<file path="src/rtl/kdpc_pkg.sv">
// Package for the key debounce and press classifier.
// Holds the request and response structs, register indexes and reset values.
// It has no dependencies.
package kdpc_pkg;

  localparam int unsigned NumKeysDef = 4;

  localparam int unsigned TimeW   = 32;
  localparam int unsigned KeysW   = 4;
  localparam int unsigned EventsW = 9;
  localparam int unsigned CfgW    = 16;
  localparam int unsigned CfgIdxW = 3;
  localparam int unsigned MkeyW   = 2;

  localparam logic [CfgW-1:0]  ScanPeriodRst = 16'd10;
  localparam logic [CfgW-1:0]  DebounceRst   = 16'd25;
  localparam logic [CfgW-1:0]  ShortMinRst   = 16'd20;
  localparam logic [CfgW-1:0]  LongRst       = 16'd1000;
  localparam logic [CfgW-1:0]  MaintRst      = 16'd3000;
  localparam logic [KeysW-1:0] HoldMaskRst   = 4'd3;
  localparam logic [MkeyW-1:0] MaintKeyRst   = 2'd2;

  typedef enum logic [CfgIdxW-1:0] {
    CfgScanPeriod = 3'd0,
    CfgDebounce   = 3'd1,
    CfgShortMin   = 3'd2,
    CfgLong       = 3'd3,
    CfgMaint      = 3'd4,
    CfgHoldMask   = 3'd5,
    CfgMaintKey   = 3'd6
  } cfg_idx_e;

  typedef struct packed {
    logic [TimeW-1:0] now_ms;
    logic [KeysW-1:0] raw_keys;
    logic             fetch_events;
  } in_req_t;

  typedef struct packed {
    logic [EventsW-1:0] events;
    logic [KeysW-1:0]   stable_keys;
  } out_rsp_t;

endpackage

</file>
<file path="src/rtl/key_debounce_press_classifier.sv">
// Key debounce and press classifier: top level, depends on kdpc_pkg.
// A request passes two register stages, the input register and the result register.
// Throughput is one request per cycle when the output is not stalled; the per-key
// scan logic between the input and result registers updates all key state at once.
// Reset clears the handshake, the key state and the event bitmap, and loads
// the registers with their default values.
module key_debounce_press_classifier #(
  parameter int unsigned NUM_KEYS = kdpc_pkg::NumKeysDef
) (
  input  logic                          clk_i,
  input  logic                          rst_ni,
  input  logic                          cfg_we_i,
  input  logic [kdpc_pkg::CfgIdxW-1:0]  cfg_idx_i,
  input  logic [kdpc_pkg::CfgW-1:0]     cfg_wdata_i,
  input  logic                          in_valid_i,
  output logic                          in_ready_o,
  input  kdpc_pkg::in_req_t             in_req_i,
  output logic                          out_valid_o,
  input  logic                          out_ready_i,
  output kdpc_pkg::out_rsp_t            out_rsp_o
);
  import kdpc_pkg::*;

  localparam int unsigned EvW     = 2 * NUM_KEYS + 1;
  localparam int unsigned EvExtW  = (EvW > EventsW) ? EvW : EventsW;
  localparam int unsigned KeyExtW = (NUM_KEYS > KeysW) ? NUM_KEYS : KeysW;

  logic [CfgW-1:0]  scan_period_q, debounce_q, short_min_q, long_q, maint_ms_q;
  logic [KeysW-1:0] hold_mask_q;
  logic [MkeyW-1:0] maint_key_q;

  logic     in_valid_q, out_valid_q;
  in_req_t  in_q;
  out_rsp_t out_q, out_d;
  logic     advance, fire;

  logic                seeded_q, seeded_d;
  logic [TimeW-1:0]    last_scan_q, last_scan_d;
  logic [EvW-1:0]      ev_q, ev_d, ev_scan;
  logic [NUM_KEYS-1:0] stable_q, stable_d, cand_q, cand_d;
  logic [NUM_KEYS-1:0] long_done_q, long_done_d, maint_done_q, maint_done_d;
  logic [TimeW-1:0]    since_q [NUM_KEYS];
  logic [TimeW-1:0]    since_d [NUM_KEYS];
  logic [TimeW-1:0]    press_q [NUM_KEYS];
  logic [TimeW-1:0]    press_d [NUM_KEYS];

  logic [KeyExtW-1:0]  raw_ext, mask_ext, stable_ext;
  logic [NUM_KEYS-1:0] raw_k, mask_k;
  logic [EvExtW-1:0]   ev_out_ext;
  logic                scan_due;

  always_ff @(posedge clk_i or negedge rst_ni) begin
    if (!rst_ni) begin
      scan_period_q <= ScanPeriodRst;
      debounce_q    <= DebounceRst;
      short_min_q   <= ShortMinRst;
      long_q        <= LongRst;
      maint_ms_q    <= MaintRst;
      hold_mask_q   <= HoldMaskRst;
      maint_key_q   <= MaintKeyRst;
    end else if (cfg_we_i) begin
      case (cfg_idx_e'(cfg_idx_i))
        CfgScanPeriod: scan_period_q <= cfg_wdata_i;
        CfgDebounce:   debounce_q    <= cfg_wdata_i;
        CfgShortMin:   short_min_q   <= cfg_wdata_i;
        CfgLong:       long_q        <= cfg_wdata_i;
        CfgMaint:      maint_ms_q    <= cfg_wdata_i;
        CfgHoldMask:   hold_mask_q   <= cfg_wdata_i[KeysW-1:0];
        CfgMaintKey:   maint_key_q   <= cfg_wdata_i[MkeyW-1:0];
        default: ;
      endcase
    end
  end

  assign advance    = !out_valid_q || out_ready_i;
  assign fire       = in_valid_q && advance;
  assign in_ready_o = !in_valid_q || advance;

  always_ff @(posedge clk_i or negedge rst_ni) begin
    if (!rst_ni) begin
      in_valid_q  <= 1'b0;
      out_valid_q <= 1'b0;
    end else begin
      if (in_ready_o) begin
        in_valid_q <= in_valid_i;
      end
      if (advance) begin
        out_valid_q <= in_valid_q;
      end
    end
  end

  always_ff @(posedge clk_i) begin
    if (in_valid_i && in_ready_o) begin
      in_q <= in_req_i;
    end
    if (fire) begin
      out_q <= out_d;
    end
  end

  assign raw_ext  = KeyExtW'(in_q.raw_keys);
  assign mask_ext = KeyExtW'(hold_mask_q);
  assign raw_k    = raw_ext[NUM_KEYS-1:0];
  assign mask_k   = mask_ext[NUM_KEYS-1:0];
  assign scan_due = (in_q.now_ms - last_scan_q) >= TimeW'(scan_period_q);

  always_comb begin : scan_logic
    logic [TimeW-1:0] held;
    seeded_d     = seeded_q;
    last_scan_d  = last_scan_q;
    ev_scan      = ev_q;
    stable_d     = stable_q;
    cand_d       = cand_q;
    long_done_d  = long_done_q;
    maint_done_d = maint_done_q;
    held         = '0;
    for (int k = 0; k < NUM_KEYS; k++) begin
      since_d[k] = since_q[k];
      press_d[k] = press_q[k];
    end
    if (!seeded_q) begin
      seeded_d     = 1'b1;
      last_scan_d  = '0;
      ev_scan      = '0;
      stable_d     = raw_k;
      cand_d       = raw_k;
      long_done_d  = '0;
      maint_done_d = '0;
      for (int k = 0; k < NUM_KEYS; k++) begin
        since_d[k] = '0;
        press_d[k] = '0;
      end
    end else if (scan_due) begin
      last_scan_d = in_q.now_ms;
      for (int k = 0; k < NUM_KEYS; k++) begin
        if ((raw_k[k] == stable_q[k]) || (raw_k[k] != cand_q[k])) begin
          cand_d[k]  = raw_k[k];
          since_d[k] = in_q.now_ms;
        end else if ((in_q.now_ms - since_q[k]) >= TimeW'(debounce_q)) begin
          stable_d[k] = raw_k[k];
          if (raw_k[k]) begin
            press_d[k]      = in_q.now_ms;
            long_done_d[k]  = 1'b0;
            maint_done_d[k] = 1'b0;
          end else if (!maint_done_q[k] && !long_done_q[k]) begin
            held = in_q.now_ms - press_q[k];
            if (held >= TimeW'(long_q)) begin
              ev_scan[NUM_KEYS + k] = 1'b1;
            end else if (held >= TimeW'(short_min_q)) begin
              ev_scan[k] = 1'b1;
            end
          end
        end
        held = in_q.now_ms - press_d[k];
        if (stable_d[k] && !long_done_d[k] && mask_k[k] && (held >= TimeW'(long_q))) begin
          ev_scan[NUM_KEYS + k] = 1'b1;
          long_done_d[k]        = 1'b1;
        end
        if ((int'(maint_key_q) == k) && stable_d[k] && !maint_done_d[k] &&
            (held >= TimeW'(maint_ms_q))) begin
          ev_scan[2 * NUM_KEYS] = 1'b1;
          maint_done_d[k]       = 1'b1;
        end
      end
    end
    ev_d = in_q.fetch_events ? '0 : ev_scan;
  end

  assign ev_out_ext        = in_q.fetch_events ? EvExtW'(ev_scan) : '0;
  assign stable_ext        = KeyExtW'(stable_d);
  assign out_d.events      = ev_out_ext[EventsW-1:0];
  assign out_d.stable_keys = stable_ext[KeysW-1:0];

  always_ff @(posedge clk_i or negedge rst_ni) begin
    if (!rst_ni) begin
      seeded_q     <= 1'b0;
      last_scan_q  <= '0;
      ev_q         <= '0;
      stable_q     <= '0;
      cand_q       <= '0;
      long_done_q  <= '0;
      maint_done_q <= '0;
      for (int k = 0; k < NUM_KEYS; k++) begin
        since_q[k] <= '0;
        press_q[k] <= '0;
      end
    end else if (fire) begin
      seeded_q     <= seeded_d;
      last_scan_q  <= last_scan_d;
      ev_q         <= ev_d;
      stable_q     <= stable_d;
      cand_q       <= cand_d;
      long_done_q  <= long_done_d;
      maint_done_q <= maint_done_d;
      for (int k = 0; k < NUM_KEYS; k++) begin
        since_q[k] <= since_d[k];
        press_q[k] <= press_d[k];
      end
    end
  end

  assign out_valid_o = out_valid_q;
  assign out_rsp_o   = out_q;

endmodule

</file>
<file path="config.mk">
export PLATFORM = sky130hd
export DESIGN_NAME = key_debounce_press_classifier
export DESIGN_NICKNAME = d
export VERILOG_FILES = /design/src/rtl/kdpc_pkg.sv /design/src/rtl/key_debounce_press_classifier.sv
export SDC_FILE = /design/constraint.sdc
export NUM_CORES = 2
export LEC_CHECK = 0
export BUFFER_PORTS_ARGS = -buffer_cell sky130_fd_sc_hd__clkbuf_2
export CAP_MARGIN = 20
export CORE_AREA = 2 2 230 403
export DETAILED_ROUTE_END_ITERATION = 16
export DIE_AREA = 0 0 232 405
export HOLD_SLACK_MARGIN = 0.12
export PLACE_DENSITY = 0.7
export SLEW_MARGIN = 30
export SYNTH_ARGS = -nofsm -noshare
export SYNTH_HDL_FRONTEND = slang
export SYNTH_SLANG_ARGS = --single-unit
</file>
<file path="constraint.sdc">
create_clock -name clk_i -period 12.68 [get_ports clk_i]
set_input_delay 0.634 -clock clk_i [delete_from_list [all_inputs] [get_ports clk_i]]
set_output_delay 0.634 -clock clk_i [all_outputs]
set_load 0.1 [all_outputs]
</file>
==> summary.md <==
| Metric | Value |
|---|---|
| Post-synthesis sequential area ratio | 0.2339 |
| Worst Skew | 25.52 ps |
| Post-DRT Antenna Nets | 0 |
| First-pass GRT wire length | 316,400 um |
| CP max FO | 15 |
| Largest cells by area after synthesis | dfrtp_1 (19%), ha_1 (19%), o21ai_0 (5.6%), nand2_1 (5.4%), a21oi_1 (5.0%) |
| RSZ-0062 raised after global routing | no |
| GRT Total Usage | 0.4608 |
| Clock sinks | 452 |
| Buffers on Ports | 75 |
| Post-synth EDFFs | 50 |
| Synth Warn # | 0 |
| Worst Path Buf+Inv | 4 |
| Placer Congestion | 1.108 |
| Fin. max-slew vios | 0 |
| Wire per inst | 29.15 um |
| Worst-Skew Late Latency | 660 ps |
| Fill cell count | 8,601 |
| Post-CTS Setup Inserts | 0 |
| Final WL | 217,100 um |
| Largest net degree at the start of global routing | 81 |
| Initial Utilization | 0.5443 |
| Nature of the critical path endpoint | flop |
| Critical path type | flop to flop |
| Initial DRC count | 3,736 |
| Root buf cell | clkbuf_16 |
| Clock transition time at the flip-flop clock pins of the worst setup and hold paths | 70 ps |
| Ys flop type | dfrtp_1 |
| Count leader, synth | ha_1 |
| Tightest Pin Transition | 1136 ps |
| Core area | 91,040 um2 |
| Avg Inst Size Synth | 8.028 um2 |
| Total Neg Setup Slack | 0 ps |
| Final hold viol count | 0 |
| Max-cap violations | 0 |
| Max Freq | 88.53 MHz |
| Async SR Flop Fraction | 0.8894 |
| Synthesized cell area | 49,560 um2 |
| Share of the synthesized area in the top cell type | 0.1914 |
| Share of cells above drive strength 1 | 0.06522 |
| DR DRC count | 0 |
| Status | finished, final reports clean |
| Netlist cell types | 104 |
| Post-CTS sizing | 0 |
| Nets | 7,014 |
| Vias per cell | 6.716 |
| Largest area contributor in the netlist | dfrtp_1 |
| Placed wire-length estimate | 162,500 um |
| Cells after synthesis | 6,173 |
| Worst vdd rail ir drop | 0.0001662 V |
| Vias | 50,020 |
| Gr ovfl total | 0 |
| Rel. slew slack | 0.2349 |
| Cell family with most CP delay | compound AO/OA/AOI/OAI gates |
| Worst min path class | input pin to flop |
| Pwr/cell area | 237.9 nW/um2 |
| Chip Height | 405 um |
| CTS Buffer Depth | 3 |
| Top post-synthesis cells by count | ha_1 (739), nand2_1 (710), o21ai_0 (558) |
| #FFs+latches synth | 452 |
| Core Rows | 147 |
| Final setup vio count | 0 |
| CTS tree | built |
| Slowest stage delay, CP | 750 ps |
| CP max-delay cell | a21boi_0 |
| Period utilization | 0.8908 |
| Crit start category | flop |
| Leakage power | 24.53 nW |
| Hold bufs inserted after CTS | 1 |
| Total power | 12.67 mW |
| Data arrival, critical path | 11,680 ps |
| CTS H-Tree Depth | 2 |
| Die area | 93,960 um2 |
| IO Count | 76 |
| Drt first pass iters | 6 |
| Syn-to-layout area delta | 7.526% |
| Die Span X | 232 um |
| Worst EP required | 13,060 ps |
| Tmin final | 11,300 ps |
| Cts bufs inserted | 50 |
| Post-Syn Nets | 6,986 |
| Initial antenna violation count | 20 |
| Vias in the first global route | 49,730 |
[cell families (layout without fill, tap and decap cells)]
kind of cell             Yosys count  after routing  synth area share
AO/OA/AOI/OAI                   2086           2086            0.2704
AND/OR/NAND/NOR                 1765           1765            0.1688
adder cells (fa/ha/maj)          752            752            0.1918
buffers and inverters            689            756           0.05388
flip-flops                       452            452            0.2339
XOR/XNOR                         265            265           0.04683
multiplexers                     164            164           0.03441
other                              0             16                 0
[per-stage QoR]
stage                     std cells  hold WS (ps)  area (um2)    util  worst slack, ps
after floorplan                6173         338.4       49560       -             3596
final                          7448         164.5       53290  0.5853             1384
after global routing           7434         168.6       53250  0.5849            915.5
after CTS                      7430         158.7       53170  0.5840             1774
after global placement         7338         460.4       51400  0.5646             1619
after detailed placement       7338         465.8       51430  0.5648             1760
[routing by layer]
layer,GRT usage,share of wire,wire (um),vias to the layer above
met2,0.7751,0.47,102900,2320
met1,0.4226,0.31,67880,23830
met5,0.006886,0.00053,116,-
li1,-,-,-,22730
met4,0.5183,0.14,29680,16
met3,0.1233,0.076,16610,1119
[flip-flops by register name (all words and copies together) (netlist names)]
| register | flops |
|---|---|
| cand_q | 4 |
| debounce_q | 16 |
| ev_q | 9 |
| hold_mask_q | 4 |
| in_q | 33 |
| in_valid_q | 1 |
| last_scan_q | 32 |
| long_done_q | 4 |
| long_q | 16 |
| maint_done_q | 4 |
| maint_key_q | 2 |
| maint_ms_q | 16 |
| out_rsp_o | 13 |
| out_valid_o | 1 |
| press_q | 128 |
| raw_ext | 4 |
| scan_period_q | 16 |
| seeded_q | 1 |
| short_min_q | 16 |
| since_q | 128 |
| stable_q | 4 |
[worst paths after layout]
kind | to | start | depth (start not counted) | slack [ps]
min reg2reg | press_q[109] | press_q[109] | 2 | 480
max | out_rsp_o[10] | in_q[5] | 39 | 1380
min | in_q[7] | in_req_i[7] | 1 | 160
max reg2reg | out_rsp_o[10] | in_q[5] | 39 | 1380
min in group asynchronous | press_q[41] | rst_ni | 2 | 590
max in group asynchronous | since_q[121] | rst_ni | 4 | 10240
[power by group]
| part | internal [mW] | switching (mW) | total (mW) |
|---|---|---|---|
| Sequential | 1.86 | 0.303 | 2.16 |
| Combinational | 3.36 | 5.53 | 8.89 |
| Clock | 0.905 | 0.718 | 1.62 |
| Total | 6.12 | 6.55 | 12.7 |
[cell usage in the layout (no fill, tap or decap), drive strengths merged, types with 106 or more instances in the layout]
cell    count
a21o      251
a21oi     499
clkbuf    143
dfrtp     379
ha        739
inv       493
mux2i     122
nand2     711
nand3     106
nor2      349
o21ai     573
o31ai     122
xnor2     158
xor2      107
[cell type report]
| class | count | area [um2] | area share |
|---|---|---|---|
| multi-input combinational | 5032 | 35410 | 0.6645 |
| sequential | 452 | 11590 | 0.2175 |
| inverter | 489 | 1838 | 0.03449 |
| tap | 1192 | 1491 | 0.02799 |
| clock buffer | 69 | 1445 | 0.02712 |
| timing repair buffer | 176 | 1177 | 0.02209 |
| clock inverter | 22 | 292.8 | 0.005494 |
| antenna | 16 | 40.04 | 0.0007514 |
No activity file was read; power rests on OpenSTA's default activity.
